==> src/rtl/core/cdrp_pkg.sv <==
`timescale 1ns / 1ps
`default_nettype none
// ----------------------------------------------------------------------------
// cdrp_pkg
// Shared types and constants for the change driven report packetizer.
// ----------------------------------------------------------------------------
package cdrp_pkg;

  localparam int unsigned COUNT_W = 11;
  localparam logic [COUNT_W-1:0] COUNT_MAX = '1;

  localparam logic [5:0] LEFT_GROUPS   = 6'h15;
  localparam logic [5:0] RIGHT_GROUPS  = 6'h2A;
  localparam logic [5:0] BUTTON_GROUPS = 6'h30;

  localparam int unsigned Q_DEPTH = 2;
  localparam int unsigned Q_PTR_W = 1;
  localparam int unsigned Q_CNT_W = 2;

  localparam int unsigned NUM_SLOTS = 9;
  localparam int unsigned SLOT_W    = 4;

  typedef enum logic [1:0] {
    CMD_STICK   = 2'd0,
    CMD_TRIGGER = 2'd1,
    CMD_BUTTON  = 2'd2,
    CMD_TICK    = 2'd3
  } cmd_t;

  typedef enum logic [1:0] {
    CFG_THRESHOLD = 2'd0,
    CFG_MIN_INT   = 2'd1,
    CFG_ANALOG    = 2'd2,
    CFG_MAX_INT   = 2'd3
  } cfg_idx_t;

  typedef struct packed {
    logic [5:0]       mask;
    logic [3:0][15:0] stick;
    logic [1:0][15:0] trig;
    logic [1:0][5:0]  btn;
  } snap_t;

  typedef struct packed {
    logic full;
    logic empty;
  } q_status_t;

endpackage
`default_nettype wire

==> src/rtl/core/cdrp_queue.sv <==
`timescale 1ns / 1ps
`default_nettype none
// ----------------------------------------------------------------------------
// cdrp_queue
// Short packet queue between front and back; holds captured packet contents.
// ----------------------------------------------------------------------------
module cdrp_queue
  import cdrp_pkg::*;
(
  input  wire logic      clk,
  input  wire logic      rst_n,
  input  wire logic      push,
  input  wire snap_t     push_data,
  input  wire logic      pop,
  output snap_t          head,
  output q_status_t      status
);

  snap_t                mem_r [Q_DEPTH];
  logic [Q_PTR_W-1:0]   wr_ptr_r, wr_ptr_nxt;
  logic [Q_PTR_W-1:0]   rd_ptr_r, rd_ptr_nxt;
  logic [Q_CNT_W-1:0]   count_r, count_nxt;

  always_comb begin
    wr_ptr_nxt = push ? wr_ptr_r + 1'b1 : wr_ptr_r;
    rd_ptr_nxt = pop ? rd_ptr_r + 1'b1 : rd_ptr_r;
    count_nxt  = count_r;
    if (push && !pop) begin
      count_nxt = count_r + 1'b1;
    end else if (pop && !push) begin
      count_nxt = count_r - 1'b1;
    end
  end

  always_ff @(posedge clk) begin
    if (!rst_n) begin
      wr_ptr_r <= '0;
      rd_ptr_r <= '0;
      count_r  <= '0;
    end else begin
      wr_ptr_r <= wr_ptr_nxt;
      rd_ptr_r <= rd_ptr_nxt;
      count_r  <= count_nxt;
    end
  end

  always_ff @(posedge clk) begin
    if (push) begin
      mem_r[wr_ptr_r] <= push_data;
    end
  end

  assign head         = mem_r[rd_ptr_r];
  assign status.full  = (count_r == Q_CNT_W'(Q_DEPTH));
  assign status.empty = (count_r == '0);

endmodule
`default_nettype wire

==> src/rtl/core/cdrp_front.sv <==
`timescale 1ns / 1ps
`default_nettype none
// ----------------------------------------------------------------------------
// cdrp_front
// Accepts items, tracks values and pending groups, applies the tick rules and
// queues a packet capture on each send.
// ----------------------------------------------------------------------------
module cdrp_front
  import cdrp_pkg::*;
(
  input  wire logic              clk,
  input  wire logic              rst_n,
  input  wire logic              cfg_wr_en,
  input  wire logic [1:0]        cfg_index,
  input  wire logic [14:0]       cfg_data,
  input  wire logic              in_valid,
  output logic                   in_ready,
  input  wire logic [1:0]        in_cmd,
  input  wire logic              in_side,
  input  wire logic              in_axis_sel,
  input  wire logic [2:0]        in_button_index,
  input  wire logic              in_pressed,
  input  wire logic signed [15:0] in_sample,
  input  wire q_status_t         q_status,
  output logic                   q_push,
  output snap_t                  q_data
);

  logic [14:0]        thr_r;
  logic [9:0]         min_r, analog_r, max_r;
  logic [3:0][15:0]   stick_r, stick_nxt;
  logic [1:0][15:0]   trig_r, trig_nxt;
  logic [1:0][5:0]    btn_r, btn_nxt;
  logic [5:0]         pend_r, pend_nxt;
  logic [COUNT_W-1:0] ss_r, ss_nxt, sf_r, sf_nxt;

  logic               accept;
  logic [15:0]        old_val;
  logic signed [16:0] diff;
  logic [16:0]        mag;
  logic               changed;
  logic [7:0]         btn_ext;
  logic               btn_flip;
  logic [COUNT_W-1:0] ss_inc, sf_inc;
  logic [5:0]         send_mask;

  assign in_ready = !q_status.full;
  assign accept   = in_valid && in_ready;

  always_comb begin
    old_val = (cmd_t'(in_cmd) == CMD_STICK) ? stick_r[{in_side, in_axis_sel}]
                                             : trig_r[in_side];
    diff    = $signed({in_sample[15], in_sample}) - $signed({old_val[15], old_val});
    mag     = diff[16] ? 17'(-diff) : 17'(diff);
    changed = mag > {2'b00, thr_r};
    btn_ext  = {2'b00, btn_r[in_side]};
    btn_flip = (in_button_index <= 3'd5) && (btn_ext[in_button_index] != in_pressed);
    ss_inc   = (ss_r == COUNT_MAX) ? ss_r : ss_r + 1'b1;
    sf_inc   = (sf_r == COUNT_MAX) ? sf_r : sf_r + 1'b1;
  end

  always_comb begin
    stick_nxt = stick_r;
    trig_nxt  = trig_r;
    btn_nxt   = btn_r;
    pend_nxt  = pend_r;
    ss_nxt    = ss_r;
    sf_nxt    = sf_r;
    q_push    = 1'b0;
    send_mask = pend_r;
    if (accept) begin
      case (cmd_t'(in_cmd))
        CMD_STICK: begin
          if (changed) begin
            stick_nxt[{in_side, in_axis_sel}] = in_sample;
            pend_nxt = pend_r | (6'h01 << in_side);
          end
        end
        CMD_TRIGGER: begin
          if (changed) begin
            trig_nxt[in_side] = in_sample;
            pend_nxt = pend_r | (6'h04 << in_side);
          end
        end
        CMD_BUTTON: begin
          if (btn_flip) begin
            btn_nxt[in_side] = btn_r[in_side] ^ 6'(8'h01 << in_button_index);
            pend_nxt = pend_r | (6'h10 << in_side);
          end
        end
        default: begin
          ss_nxt = ss_inc;
          sf_nxt = sf_inc;
          if (ss_inc > {1'b0, min_r}) begin
            if (sf_inc > {1'b0, max_r}) begin
              send_mask = pend_r | LEFT_GROUPS;
              q_push    = 1'b1;
              ss_nxt    = '0;
              sf_nxt    = '0;
              pend_nxt  = RIGHT_GROUPS;
            end else if (((pend_r & BUTTON_GROUPS) != '0) ||
                         ((pend_r != '0) && (ss_inc > {1'b0, analog_r}))) begin
              q_push   = 1'b1;
              ss_nxt   = '0;
              pend_nxt = '0;
            end
          end
        end
      endcase
    end
  end

  assign q_data.mask  = send_mask;
  assign q_data.stick = stick_r;
  assign q_data.trig  = trig_r;
  assign q_data.btn   = btn_r;

  always_ff @(posedge clk) begin
    if (!rst_n) begin
      thr_r    <= 15'd98;
      min_r    <= 10'd20;
      analog_r <= 10'd50;
      max_r    <= 10'd800;
      stick_r  <= '0;
      trig_r   <= '0;
      btn_r    <= '0;
      pend_r   <= '0;
      ss_r     <= '0;
      sf_r     <= '0;
    end else begin
      stick_r <= stick_nxt;
      trig_r  <= trig_nxt;
      btn_r   <= btn_nxt;
      pend_r  <= pend_nxt;
      ss_r    <= ss_nxt;
      sf_r    <= sf_nxt;
      if (cfg_wr_en) begin
        case (cfg_idx_t'(cfg_index))
          CFG_THRESHOLD: thr_r    <= cfg_data;
          CFG_MIN_INT:   min_r    <= cfg_data[9:0];
          CFG_ANALOG:    analog_r <= cfg_data[9:0];
          CFG_MAX_INT:   max_r    <= cfg_data[9:0];
          default: ;
        endcase
      end
    end
  end

endmodule
`default_nettype wire

==> src/rtl/core/cdrp_back.sv <==
`timescale 1ns / 1ps
`default_nettype none
// ----------------------------------------------------------------------------
// cdrp_back
// Walks the queued packet one byte per cycle into the output register; out_ready low holds it.
// ----------------------------------------------------------------------------
module cdrp_back
  import cdrp_pkg::*;
(
  input  wire logic       clk,
  input  wire logic       rst_n,
  input  wire snap_t      head,
  input  wire q_status_t  q_status,
  output logic            q_pop,
  output logic            out_valid,
  input  wire logic       out_ready,
  output logic [7:0]      out_byte,
  output logic            out_last_byte
);

  function automatic logic [7:0] stick_byte(input logic [15:0] v);
    logic [15:0] u;
    logic [23:0] p;
    u = v ^ 16'h8000;
    p = {u, 8'h00} - {8'h00, u};
    return p[23:16];
  endfunction

  function automatic logic [7:0] trig_byte(input logic [15:0] v);
    logic [22:0] p;
    p = {v[14:0], 8'h00} - {8'h00, v[14:0]};
    return v[15] ? 8'h00 : p[22:15];
  endfunction

  logic [SLOT_W-1:0]    slot_r, slot_nxt;
  logic                 out_valid_r, out_valid_nxt;
  logic [7:0]           out_byte_r;
  logic                 out_last_r;
  logic [NUM_SLOTS-1:0] en;
  logic                 has_next;
  logic [SLOT_W-1:0]    next_slot;
  logic [7:0]           cur_byte;
  logic                 load;

  always_comb begin
    en = {head.mask[5], head.mask[4], head.mask[3], head.mask[2],
          head.mask[1], head.mask[1], head.mask[0], head.mask[0], 1'b1};
    has_next  = 1'b0;
    next_slot = '0;
    for (int k = NUM_SLOTS - 1; k >= 1; k--) begin
      if ((SLOT_W'(k) > slot_r) && en[k]) begin
        has_next  = 1'b1;
        next_slot = SLOT_W'(k);
      end
    end
    case (slot_r)
      4'd0:    cur_byte = {2'b00, head.mask};
      4'd1:    cur_byte = stick_byte(head.stick[0]);
      4'd2:    cur_byte = stick_byte(head.stick[1]);
      4'd3:    cur_byte = stick_byte(head.stick[2]);
      4'd4:    cur_byte = stick_byte(head.stick[3]);
      4'd5:    cur_byte = trig_byte(head.trig[0]);
      4'd6:    cur_byte = trig_byte(head.trig[1]);
      4'd7:    cur_byte = {2'b00, head.btn[0]};
      4'd8:    cur_byte = {2'b00, head.btn[1]};
      default: cur_byte = 8'h00;
    endcase
  end

  always_comb begin
    load          = !q_status.empty && (!out_valid_r || out_ready);
    q_pop         = load && !has_next;
    slot_nxt      = slot_r;
    out_valid_nxt = out_valid_r && !out_ready;
    if (load) begin
      out_valid_nxt = 1'b1;
      slot_nxt      = has_next ? next_slot : '0;
    end
  end

  always_ff @(posedge clk) begin
    if (!rst_n) begin
      slot_r      <= '0;
      out_valid_r <= 1'b0;
    end else begin
      slot_r      <= slot_nxt;
      out_valid_r <= out_valid_nxt;
    end
  end

  always_ff @(posedge clk) begin
    if (load) begin
      out_byte_r <= cur_byte;
      out_last_r <= !has_next;
    end
  end

  assign out_valid     = out_valid_r;
  assign out_byte      = out_byte_r;
  assign out_last_byte = out_last_r;

endmodule
`default_nettype wire

==> src/rtl/core/change_driven_report_packetizer_unit.sv <==
`timescale 1ns / 1ps
`default_nettype none
// ----------------------------------------------------------------------------
// change_driven_report_packetizer_unit
// Tracks sticks, triggers and buttons and emits rate limited change packets.
// ----------------------------------------------------------------------------
// Input channel (in_*): setter items and one millisecond ticks, valid/ready.
// Setter items update stored values and pending groups in the cycle taken.
// A tick that sends captures a packet into a two-entry queue; in_ready drops
// only while that queue is full.
// Output channel (out_*): one packet byte per item, header first,
// out_last_byte on the final byte. The first byte passes through the queue
// and then the output register; a packet of n bytes (2 to 9) leaves one byte
// per cycle from the output register, walked by the back end, unless out_ready stalls it.
// Items are taken one per cycle while the queue has room.
// If the receiver stalls, the output register holds, the queue fills and
// then ticks and setters wait at in_ready.
// cfg_*: single cycle register writes, to be used while the block is idle; the block does not enforce this.
// Reset (rst_n, synchronous) restores register defaults, clears all values,
// pending groups, counters, queue and output; no clearing pass is needed.
// ----------------------------------------------------------------------------
module change_driven_report_packetizer_unit
  import cdrp_pkg::*;
(
  input  wire logic               clk,
  input  wire logic               rst_n,
  input  wire logic               cfg_wr_en,
  input  wire logic [1:0]         cfg_index,
  input  wire logic [14:0]        cfg_data,
  input  wire logic               in_valid,
  output logic                    in_ready,
  input  wire logic [1:0]         in_cmd,
  input  wire logic               in_side,
  input  wire logic               in_axis_sel,
  input  wire logic [2:0]         in_button_index,
  input  wire logic               in_pressed,
  input  wire logic signed [15:0] in_sample,
  output logic                    out_valid,
  input  wire logic               out_ready,
  output logic [7:0]              out_byte,
  output logic                    out_last_byte
);

  q_status_t q_stat;
  logic      q_push;
  logic      q_pop;
  snap_t     q_wdata;
  snap_t     q_head;

  cdrp_front u_front (
    .clk             (clk),
    .rst_n           (rst_n),
    .cfg_wr_en       (cfg_wr_en),
    .cfg_index       (cfg_index),
    .cfg_data        (cfg_data),
    .in_valid        (in_valid),
    .in_ready        (in_ready),
    .in_cmd          (in_cmd),
    .in_side         (in_side),
    .in_axis_sel     (in_axis_sel),
    .in_button_index (in_button_index),
    .in_pressed      (in_pressed),
    .in_sample       (in_sample),
    .q_status        (q_stat),
    .q_push          (q_push),
    .q_data          (q_wdata)
  );

  cdrp_queue u_queue (
    .clk       (clk),
    .rst_n     (rst_n),
    .push      (q_push),
    .push_data (q_wdata),
    .pop       (q_pop),
    .head      (q_head),
    .status    (q_stat)
  );

  cdrp_back u_back (
    .clk           (clk),
    .rst_n         (rst_n),
    .head          (q_head),
    .q_status      (q_stat),
    .q_pop         (q_pop),
    .out_valid     (out_valid),
    .out_ready     (out_ready),
    .out_byte      (out_byte),
    .out_last_byte (out_last_byte)
  );

`ifndef SYNTHESIS
  a_q_consistent: assert property (@(posedge clk) disable iff (!rst_n)
    q_stat.full |-> !q_stat.empty)
    else $error("queue full and empty at once");

  a_no_push_full: assert property (@(posedge clk) disable iff (!rst_n)
    q_push |-> !q_stat.full)
    else $error("packet pushed into full queue");

  a_no_pop_empty: assert property (@(posedge clk) disable iff (!rst_n)
    q_pop |-> !q_stat.empty)
    else $error("packet popped from empty queue");

  a_pop_marks_last: assert property (@(posedge clk) disable iff (!rst_n)
    q_pop |=> (out_valid && out_last_byte))
    else $error("packet retired without last byte");
`endif

endmodule
`default_nettype wire
==> config.mk <==
export PLATFORM = sky130hd
export DESIGN_NAME = change_driven_report_packetizer_unit
export DESIGN_NICKNAME = d
export VERILOG_FILES = /design/src/rtl/core/cdrp_pkg.sv /design/src/rtl/core/cdrp_queue.sv /design/src/rtl/core/cdrp_front.sv /design/src/rtl/core/cdrp_back.sv /design/src/rtl/core/change_driven_report_packetizer_unit.sv
export SDC_FILE = /design/constraint.sdc
export NUM_CORES = 1
export LEC_CHECK = 0
export ABC_AREA = 1
export BUFFER_PORTS_ARGS = -buffer_cell sky130_fd_sc_hd__buf_2
export CAP_MARGIN = 20
export CORE_MARGIN = 10
export CORE_UTILIZATION = 40
export CTS_CLUSTER_SIZE = 28
export DETAILED_ROUTE_END_ITERATION = 16
export GPL_ROUTABILITY_DRIVEN = 1
export MAX_ROUTING_LAYER = met4
export PLACE_DENSITY_LB_ADDON = 0.25
export SYNTH_ARGS = -nofsm -noshare
export SYNTH_HDL_FRONTEND = slang
export SYNTH_SLANG_ARGS = --single-unit
==> constraint.sdc <==
create_clock -name clk -period 34.4 [get_ports clk]
set_input_delay 6.88 -clock clk [delete_from_list [all_inputs] [get_ports clk]]
set_output_delay 6.88 -clock clk [all_outputs]
set_load 0.02 [all_outputs]
==> results.sh, run 1 <==
export IMPL_fin_tns_setup_ps=0
export IMPL_rows=88
export IMPL_drive_above_1_share=0.07610
export IMPL_worstHoldPathType="register to register"
export IMPL_cts_setup_buffers=0
export IMPL_finalHoldViolCount=0
export IMPL_maxSlewHeadroom=0.2722
export IMPL_gr_usage_met3=0.03042
export IMPL_die_w_um=261.3
export IMPL_pre_cts_slack_ps=20750
export IMPL_setup_violations_final=0
export IMPL_fill_cells=5710
export IMPL_drtPass1Iterations=5
export IMPL_dpl_cell_area_um2=24210
export IMPL_critical_path_max_fanout=61
export IMPL_clock_sinks=428
export IMPL_async_flop_share=0
export IMPL_drt_wl_total_um=65770
export IMPL_powerDensity_nw_per_um2=45.86
export IMPL_pin_count=57
export IMPL_end_kind="register"
export IMPL_gr_total_overflow=0
export IMPL_cts_buffers_inserted=47
export IMPL_drt_iter0_markers=1815
export IMPL_port_buffers=56
export IMPL_skew_ps=15.46
export IMPL_ir_drop_mv=0.03888
export IMPL_die_h_um=261.3
export IMPL_clkLatencyLatePin_ps=570
export IMPL_synthesis_nets=3079
export IMPL_fin_area_um2=25780
export IMPL_yosysUniqueCellTypes=54
export IMPL_avgRoutedWirePerCell_um=17.53
export IMPL_leakage_uw=0.01113
export IMPL_timing_final_crit_share=0.3818
export IMPL_clock_path_buffers=3
export IMPL_synth_area_um2=23290
export IMPL_vias=19667
export IMPL_cts_reportedPaths_clkPinSlew_ps=60
export IMPL_ff2ff_setup_slack_ps=28440
export IMPL_met2_usage=0.2979
export IMPL_dieArea_um2=68280
export IMPL_fp_coreArea_um2=57700
export IMPL_worst_pin_slew_ps=1092
export IMPL_crit_slowest_cell="nand2_1"
export IMPL_critPathMaxStageDelay_ps=630
export IMPL_path_class="primary input to register"
export IMPL_met1_usage=0.2627
export IMPL_htreeDepth=2
export IMPL_synth_top_flop_cell="edfxtp_1"
export IMPL_cts_root_buf="clkbuf_16"
export IMPL_grt_pass1_wl_um=101700
export IMPL_antenna_found_initial=4
export IMPL_grt_pass1_vias=18215
export IMPL_netlist_instances=2916
export IMPL_yosysSeqAreaShare=0.4697
export IMPL_synth_edf_count=237
export IMPL_via_per_inst=5.243
export IMPL_run_status="finished, final reports clean"
export IMPL_ys_seq_elements=428
export IMPL_cts_tree="yes"
export IMPL_cap_violations=0
export IMPL_max_freq_mhz=76.13
export IMPL_initial_core_util=0.4037
export IMPL_cp_start_kind="primary input"
export IMPL_hpwl_um=48480
export IMPL_area_growth_pct=10.67
export IMPL_grtUsageTotal=0.1949
export IMPL_cts_resized=0
export IMPL_layout_min_cycle_time_ps=13130
export IMPL_busiest_layer="met2"
export IMPL_drv_slew=0
export IMPL_cp_data_arrival_time_ps=13640
export IMPL_grt_max_degree=74
export IMPL_yosysWarningCount=0
export IMPL_antenna_left=0
export IMPL_fin_nets=3108
export IMPL_rsz0062_at_grt="false"
export IMPL_hold_buffers=0
export IMPL_syn_avg_cell_area_um2=7.987
export IMPL_gp_congestion=0.9407
export IMPL_route_detailed_drc=0
export IMPL_fin_ws_ps=21270
export IMPL_worstPathRequired_ps=34910
## kinds of logic (layout without fill, tap and decap cells)
group	Yosys count	count (layout)	share of synthesized area
muxes	15	15	0.006554
DFF	428	428	0.4697
and+or+nand+nor	1329	1329	0.2464
buffers and inverters	475	542	0.08058
adders and majority gates	117	117	0.06317
other	0	3	0
xor gates and xnor gates	39	39	0.01467
AOI/OAI and AO/OA	513	513	0.1189
## cells in the mapped netlist, drive strengths merged, types with 45 or more instances
| cell | n | area (µm²) |
|---|---|---|
| ha | 116 | 1451 |
| nand3 | 121 | 668.1 |
| nand4 | 74 | 469.2 |
| a21oi | 213 | 1066 |
| inv | 386 | 1449 |
| nor3 | 45 | 225.2 |
| edfxtp | 237 | 7117 |
| dfxtp | 191 | 3824 |
| o21ai | 226 | 1135 |
| or2 | 59 | 369.1 |
| nand2 | 651 | 2459 |
| nor2 | 352 | 1334 |
| clkbuf | 56 | 210.2 |
## report_power, final
part	total [µW]	leakage [µW]	internal [µW]	switching, µW
Clock	511	0.000754	307	204
Combinational	119	0.00652	37.4	81.8
Sequential	552	0.00385	545	7.05
Total	1180	0.0111	889	293
## cell type report
cell class / count / area, µm² / share of cell area
Antenna cell: 3 / 7.507 / 0.0002912
Clock buffer: 73 / 1386 / 0.05378
Clock inverter: 14 / 173.9 / 0.006747
Inverter: 387 / 1455 / 0.05645
Multi-Input combinational cell: 2013 / 10480 / 0.4065
Sequential cell: 428 / 10940 / 0.4246
Tap cell: 765 / 957.2 / 0.03713
Timing Repair Buffer: 68 / 372.9 / 0.01447
## state kept, by name, indices dropped and copies added, names as in the netlist, named ones only
name	cells
u_back.out_byte	8
u_back.out_last_byte	1
u_back.out_valid	1
u_back.slot_r	4
u_front.analog_r	10
u_front.max_r	10
u_front.min_r	10
u_front.pend_r	6
u_front.q_data	108
u_front.sf_r	11
u_front.ss_r	11
u_front.thr_r	15
u_queue.count_r	2
u_queue.mem_r	228
u_queue.rd_ptr_r	1
u_queue.wr_ptr_r	1
## routing by layer
layer / wire, µm / up-vias
met5: 0 / -
met4: 1747 / 0
met3: 4268 / 98
met2: 29190 / 646
met1: 30560 / 9156
li1: - / 9767
## cell usage in the layout, fill, tap and decap left out, types with 7 or more instances in the layout
cell type,count
buf_4,13
o22ai_1,12
nand2_1,645
buf_2,55
xnor2_1,18
clkbuf_1,17
or2_2,59
edfxtp_1,237
nand4_1,73
o21ai_1,7
clkbuf_8,7
a21oi_1,213
nor2_1,349
ha_1,116
nand3_1,113
o221ai_1,7
o21ai_0,218
o21a_1,8
clkbuf_16,49
nor3_1,44
dfxtp_1,190
o211ai_1,10
xor2_1,21
nor4_1,8
inv_1,379
mux2i_1,13
o31ai_1,11
## final timing paths
check                   startpoint                    to  depth (start not counted)
hold / removal    u_front.min_r[6]      u_front.min_r[6]                          2
setup / recovery           in_side    u_front.q_data[79]                         32
setup reg to reg   u_front.ss_r[0]  u_queue.mem_r[1][70]                         21
hold reg to reg   u_front.min_r[6]      u_front.min_r[6]                          2
## metrics by stage
| stage | cells | util | total power [µW] | hold WS, ps |
|---|---|---|---|---|
| 3_3_place_gp | 3661 | 0.4196 | 678.3 | 441.5 |
| 4_1_cts | 3748 | 0.4466 | 1191 | 460.2 |
| 3_5_place_dp | 3661 | 0.4196 | 680.7 | 447.1 |
| 5_1_grt | 3751 | 0.4468 | 1231 | 469.0 |
| 2_1_floorplan | 2916 | - | 646.2 | 425.6 |
| 6_report | 3751 | 0.4468 | 1182 | 460.7 |
## critical path, delay by kind of cell
| family | cells | cell delay [ps] |
|---|---|---|
| AND/OR/NAND/NOR | 14 | 3040 |
| AO/OA/AOI/OAI | 6 | 1100 |
| XOR/XNOR | 1 | 100 |
| adder cells (fa/ha/maj) | 4 | 1120 |
| buffers and inverters | 7 | 1340 |
Power figures use the tool's default switching activity.
==> run 2: changes to the inputs <==
--- a/config.mk
+++ b/config.mk
@@ -5,7 +5,7 @@
 export SDC_FILE = /design/constraint.sdc
 export NUM_CORES = 1
 export LEC_CHECK = 0
-export ABC_AREA = 1
+export ABC_AREA = 0
 export BUFFER_PORTS_ARGS = -buffer_cell sky130_fd_sc_hd__buf_2
 export CAP_MARGIN = 20
 export CORE_MARGIN = 10
==> constraint.sdc (replaced) <==
create_clock -name clk -period 13.2 [get_ports clk]
set_input_delay 2.64 -clock clk [delete_from_list [all_inputs] [get_ports clk]]
set_output_delay 2.64 -clock clk [all_outputs]
set_load 0.02 [all_outputs]
==> run 2 against run 1 <==
Compared with the run above: first-iteration DRC count fell by 39%; sequential cell count did not move; global-route usage fell by 1.4 points; critical path depth fell by 7; synthesized cell count fell by 31%; via count fell by 21%; count of clock-buffer cells in the layout fell by 18; largest power group unchanged; highest routed layer unchanged.
==> results.sh, run 2 <==
export IMPL_fp_coreArea_um2=54990
export IMPL_die_h_um=255.2
export IMPL_gr_total_overflow=0
export IMPL_clock_path_buffers=3
export IMPL_synth_most_common_cell="nand2_1"
export IMPL_synth_edf_count=237
export IMPL_worst_pin_slew_ps=1116
export IMPL_vias=15462
export IMPL_cts_resized=0
export IMPL_port_buffers=56
export IMPL_rows=86
export IMPL_holdCritStartpoint="u_front.ss_r[9]"
export IMPL_run_status="finished, final reports clean"
export IMPL_synthesis_nets=2167
export IMPL_final_cell_mix="nand2_1, edfxtp_1, mux2i_1"
export IMPL_largest_reg_flops=228
export IMPL_synth_common_cells="nand2_1, edfxtp_1, mux2i_1"
export IMPL_powerDensity_nw_per_um2=119.4
export IMPL_yosysWarningCount=0
export IMPL_async_flop_share=0
export IMPL_max_freq_mhz=115.4
export IMPL_power_share_clock=0.447
export IMPL_drtPass1Iterations=7
export IMPL_ir_drop_mv=0.09192
export IMPL_cts_tree="yes"
export IMPL_pre_cts_slack_ps=4131
export IMPL_synth_top_area_cell="edfxtp_1"
export IMPL_critical_path_max_fanout=48
export IMPL_clock_sinks=428
export IMPL_die_w_um=255.2
export IMPL_timing_final_crit_share=0.6562
export IMPL_htreeDepth=2
export IMPL_cts_buffers_inserted=45
export IMPL_cp_data_arrival_time_ps=9150
export IMPL_drt_iter0_markers=1115
export IMPL_antenna_left=0
export IMPL_synth_top_flop_cell="edfxtp_1"
export IMPL_hpwl_um=42520
export IMPL_cts_setup_buffers=0
export IMPL_via_per_inst=5.491
export IMPL_synth_area_um2=22140
export IMPL_p_sw_frac=0.2302
export IMPL_avgRoutedWirePerCell_um=20.54
export IMPL_path_class="primary input to register"
export IMPL_cp_start_kind="primary input"
export IMPL_mostFrequentLayoutCell="nand2_1"
export IMPL_rr_endpoint="u_front.q_data[44]"
export IMPL_cts_reportedPaths_clkPinSlew_ps=60
export IMPL_grt_pass1_wl_um=88590
export IMPL_rr_worst_depth=23
export IMPL_fin_nets=2194
export IMPL_endpoint="u_front.q_data[44]"
export IMPL_end_kind="register"
export IMPL_r2r_start="u_front.q_data[61]"
export IMPL_n_antenna_cell=0
export IMPL_clkLatencyLatePin_ps=580
export IMPL_drive_above_1_share=0.1238
export IMPL_p_switching_uw=676.8
export IMPL_initial_core_util=0.4026
export IMPL_cap_violations=0
export IMPL_fill_cells=5086
export IMPL_finalHoldViolCount=0
export IMPL_rsz0062_at_grt="false"
export IMPL_grt_pass1_vias=15022
export IMPL_route_detailed_drc=0
export IMPL_area_growth_pct=11.26
export IMPL_leakage_uw=0.008342
export IMPL_skew_ps=31.88
export IMPL_ff2ff_setup_slack_ps=6890
export IMPL_hold_buffers=0
export IMPL_cts_root_buf="clkbuf_16"
export IMPL_fin_ws_ps=4538
export IMPL_netlist_instances=2004
export IMPL_cp_startpoint="in_side"
export IMPL_gp_congestion=0.9067
export IMPL_dieArea_um2=65150
export IMPL_grtUsageTotal=0.1809
export IMPL_syn_avg_cell_area_um2=11.05
export IMPL_ys_seq_elements=428
export IMPL_worstHoldPathType="register to register"
export IMPL_worstPathRequired_ps=13690
export IMPL_layout_min_cycle_time_ps=8662
export IMPL_fin_tns_setup_ps=0
export IMPL_yosysSeqAreaShare=0.4942
export IMPL_antenna_found_initial=1
export IMPL_p_seq_frac=0.483
export IMPL_maxSlewHeadroom=0.2549
export IMPL_synth_area_leaders="edfxtp_1, dfxtp_1, mux2i_1"
export IMPL_yosysTopAreaCellShare=0.3215
export IMPL_regMostFlops="u_queue.mem_r"
export IMPL_yosysUniqueCellTypes=86
export IMPL_drv_slew=0
export IMPL_intPower_uw=2263
export IMPL_drt_wl_total_um=57830
export IMPL_setup_violations_final=0
export IMPL_grt_max_degree=114
export IMPL_p_comb_frac=0.070
export IMPL_pin_count=57
[run 2: cell count changes after synthesis, moves of 137 or more]
cell,change
a21oi_1,-137
inv_1,-317
mux2i_1,+183
nand2_1,-387
nor2_1,-268
o21ai_0,-167
[run 2: routing by layer]
layer / wire (µm) / vias to the layer above / global-route usage
met5: 0 / - / -
met4: 1340 / 0 / 0.04709
met3: 2646 / 92 / 0.02538
met2: 26510 / 378 / 0.2797
met1: 27330 / 7565 / 0.2458
li1: - / 7427 / -
[run 2: power by group through the flow]
stage	logic (µW)	clock network [µW]	registers, µW
after detailed placement	203	0	1450
after global routing	227	1390	1420
final	205	1310	1420
after global placement	199	0	1450
after CTS	204	1340	1420
after floorplan	149	0	1440
[run 2: critical path: stages]
cell and delay (ps):
buf_2 80, buf_4 580, mux4_2 410, a21oi_1 280
ha_1 290, nor2b_1 160, o21a_1 180, or3_1 360
and2_1 230, nor3_1 340, nand4_1 210, o21ai_0 260
xor2_1 190, ha_1 270, and2_1 180, a221o_1 320
a21o_1 170, a21oi_1 160, o21ai_0 110, a21oi_1 150
o21ba_2 200, nor3_2 530, nand4bb_1 210, buf_4 300
mux2i_1 230
[run 2: kinds of logic after synthesis]
family | after synthesis | synth area share
multiplexers | 271 | 0.1359
XOR/XNOR | 83 | 0.03284
AO/OA/AOI/OAI | 336 | 0.1037
adder cells (fa/ha/maj) | 117 | 0.06647
AND/OR/NAND/NOR | 612 | 0.1357
buffers and inverters | 157 | 0.03114
flip-flops | 428 | 0.4942
[run 2: worst min path at each step]
stage / endpoint / slack [ps] / cells past startpoint
floorplan: u_queue.mem_r[0][111] / 440 / 0
global placement: u_front.ss_r[9] / 450 / 2
detailed placement: u_front.analog_r[9] / 460 / 2
CTS: u_front.analog_r[9] / 470 / 2
global route: u_front.analog_r[8] / 480 / 2
finish: u_front.ss_r[9] / 470 / 2
[run 2: final cells by class]
cell class / count / area, µm² / area share
clock buffer: 55 / 1257 / 0.05106
timing repair buffer: 73 / 435.4 / 0.01768
multi-input combinational: 1419 / 10530 / 0.4276
tap: 748 / 935.9 / 0.03800
clock inverter: 29 / 285.3 / 0.01158
sequential: 428 / 10940 / 0.4444
inverter: 64 / 240.2 / 0.009754
[run 2: stage by stage]
step                utilization  hold slack, ps  cells  cell area [µm²]  total power [µW]
finish                   0.4479           467.3   2816            24630              2940
floorplan                     -           439.4   2004            22140              1591
detailed placement       0.4191           462.0   2729            23040              1652
global route             0.4479           479.1   2816            24630              3037
CTS                      0.4471           470.9   2813            24580              2960
global placement         0.4191           453.2   2729            23040              1647
==> run 3: changes to the inputs <==
==> constraint.sdc (replaced) <==
create_clock -name clk -period 7.1 [get_ports clk]
set_input_delay 1.42 -clock clk [delete_from_list [all_inputs] [get_ports clk]]
set_output_delay 1.42 -clock clk [all_outputs]
set_load 0.02 [all_outputs]
==> run 3 against run 2 <==
Compared with the run above: sequential power grew 86%; via count is 1.4% higher; die area is the same; register-to-register slack worse by 5800 ps; total power increased by 88%; clock skew is 6.1 ps higher; global-route usage grew 0.44 points; largest power group unchanged.
==> results.sh, run 3 (synthesized netlist as in run 2, its figures left out) <==
export IMPL_run_status="finished, final reports clean"
export IMPL_grt_max_degree=121
export IMPL_leakage_uw=0.008628
export IMPL_critPathMaxStageDelay_ps=540
export IMPL_grt_pass1_vias=15406
export IMPL_mostFrequentLayoutCell="nand2_1"
export IMPL_drv_slew=0
export IMPL_regMostFlops="u_queue.mem_r"
export IMPL_cap_violations=0
export IMPL_maxSlewHeadroom=0.2876
export IMPL_die_w_um=255.2
export IMPL_highest_layer="met4"
export IMPL_p_switching_uw=1276
export IMPL_rsz0062_at_grt="false"
export IMPL_die_h_um=255.2
export IMPL_drt_wl_total_um=59230
export IMPL_power_total_uw=5537
export IMPL_grt_pass1_wl_um=90180
export IMPL_clock_path_buffers=3
export IMPL_cts_tree="yes"
export IMPL_via_per_inst=5.463
export IMPL_worstHoldPathType="register to register"
export IMPL_rr_worst_depth=23
export IMPL_layout_min_cycle_time_ps=6628
export IMPL_cts_root_buf="clkbuf_16"
export IMPL_antenna_found_initial=2
export IMPL_ir_drop_mv=0.1501
export IMPL_intPower_uw=4261
export IMPL_cp_data_arrival_time_ps=7140
export IMPL_gr_total_overflow=0
export IMPL_setup_violations_final=0
export IMPL_initial_core_util=0.4026
export IMPL_cts_reportedPaths_clkPinSlew_ps=60
export IMPL_skew_ps=37.99
export IMPL_path_class="primary input to register"
export IMPL_rows=86
export IMPL_gp_congestion=0.9018
export IMPL_cts_setup_buffers=0
export IMPL_crit_slowest_cell="or4_1"
export IMPL_drt_iter0_markers=1241
export IMPL_htreeDepth=2
export IMPL_largest_reg_flops=228
export IMPL_p_sw_frac=0.2304
export IMPL_powerDensity_nw_per_um2=220.0
export IMPL_antenna_left=0
export IMPL_pin_count=57
export IMPL_critical_path_top_delay_family="compound AO/OA/AOI/OAI gates"
export IMPL_fin_ws_ps=471.7
export IMPL_avgRoutedWirePerCell_um=20.64
export IMPL_power_share_clock=0.447
export IMPL_max_freq_mhz=150.9
export IMPL_cts_resized=0
export IMPL_timing_final_crit_share=0.9336
export IMPL_end_kind="register"
export IMPL_drive_above_1_share=0.1466
export IMPL_wl_met1_um=26670
export IMPL_worstPathRequired_ps=7610
export IMPL_pre_cts_slack_ps=-69.52
export IMPL_final_core_util=0.4578
export IMPL_dieArea_um2=65150
export IMPL_port_buffers=56
export IMPL_final_cell_mix="nand2_1, edfxtp_1, mux2i_1"
export IMPL_vias=15672
export IMPL_whs_path_depth=0
export IMPL_p_comb_frac=0.076
export IMPL_fp_coreArea_um2=54990
export IMPL_worst_pin_slew_ps=1042
export IMPL_grtUsageTotal=0.1852
export IMPL_route_detailed_drc=0
export IMPL_cp_start_kind="primary input"
export IMPL_clkLatencyLatePin_ps=600
export IMPL_hold_buffers=0
export IMPL_n_antenna_cell=0
export IMPL_wl_met3_um=2700
export IMPL_drtPass1Iterations=5
export IMPL_clock_sinks=428
export IMPL_cts_buffers_inserted=46
export IMPL_path_buf_inv=6
export IMPL_fin_nets=2246
export IMPL_finalHoldViolCount=0
export IMPL_cp_depth=28
export IMPL_hpwl_um=43740
export IMPL_wl_met2_um=28150
export IMPL_p_seq_frac=0.477
export IMPL_whs_ps=462.2
export IMPL_area_growth_pct=13.71
export IMPL_critical_path_max_fanout=8
-- run 3: cell types whose count changed in the layout (fill, tap and decap cells not counted), sizes merged --
cell	delta
buf	+52
inv	-1
clkbuf	+7
clkinv	-5
-- run 3: power by group through the flow --
| stage | combinational (µW) | sequential (µW) | clock, µW |
|---|---|---|---|
| after global placement | 416 | 2690 | 0 |
| after floorplan | 280 | 2680 | 0 |
| after detailed placement | 422 | 2690 | 0 |
| final | 423 | 2640 | 2470 |
| after CTS | 425 | 2640 | 2520 |
| after global routing | 464 | 2640 | 2620 |
-- run 3: final timing paths --
kind / slack [ps] / to / from
max: 470 / u_front.pend_r[0] / in_cmd[0]
min: 460 / u_queue.mem_r[1][24] / u_front.q_data[24]
max reg2reg: 1120 / u_front.pend_r[0] / u_front.q_data[45]
min reg2reg: 460 / u_queue.mem_r[1][24] / u_front.q_data[24]
-- run 3: worst reg2reg max path: cells and delay by family, from the launching register on --
| kind | cells | cell delay (ps) |
|---|---|---|
| flip-flops | 1 | 370 |
| multiplexers | 1 | 490 |
| buffers and inverters | 1 | 190 |
| adder cells (fa/ha/maj) | 2 | 560 |
| AND/OR/NAND/NOR | 9 | 2240 |
| AO/OA/AOI/OAI | 9 | 1850 |
| XOR/XNOR | 1 | 190 |
-- run 3: final cells by class --
type | instances | area, µm²
clock inverters | 23 | 267.8
well taps | 748 | 935.9
multi-input cells | 1419 | 10550
clock buffers | 63 | 1296
inverters | 64 | 240.2
fillers | 5005 | 29810
flip-flops and latches | 428 | 10940
repair buffers | 124 | 938.4
-- run 3: metal layers --
layer	vias up	track usage
met5	-	-
met4	0	0.06035
met3	97	0.02680
met2	382	0.2972
met1	7655	0.2378
li1	7538	-
-- run 3: per-stage QoR --
step | std cells | instance area [µm²] | setup TNS [ps]
floorplan | 2004 | 22170 | 0
global placement | 2781 | 23590 | 0
detailed placement | 2781 | 23590 | -700.3
CTS | 2867 | 25150 | 0
global route | 2869 | 25170 | 0
finish | 2869 | 25170 | 0
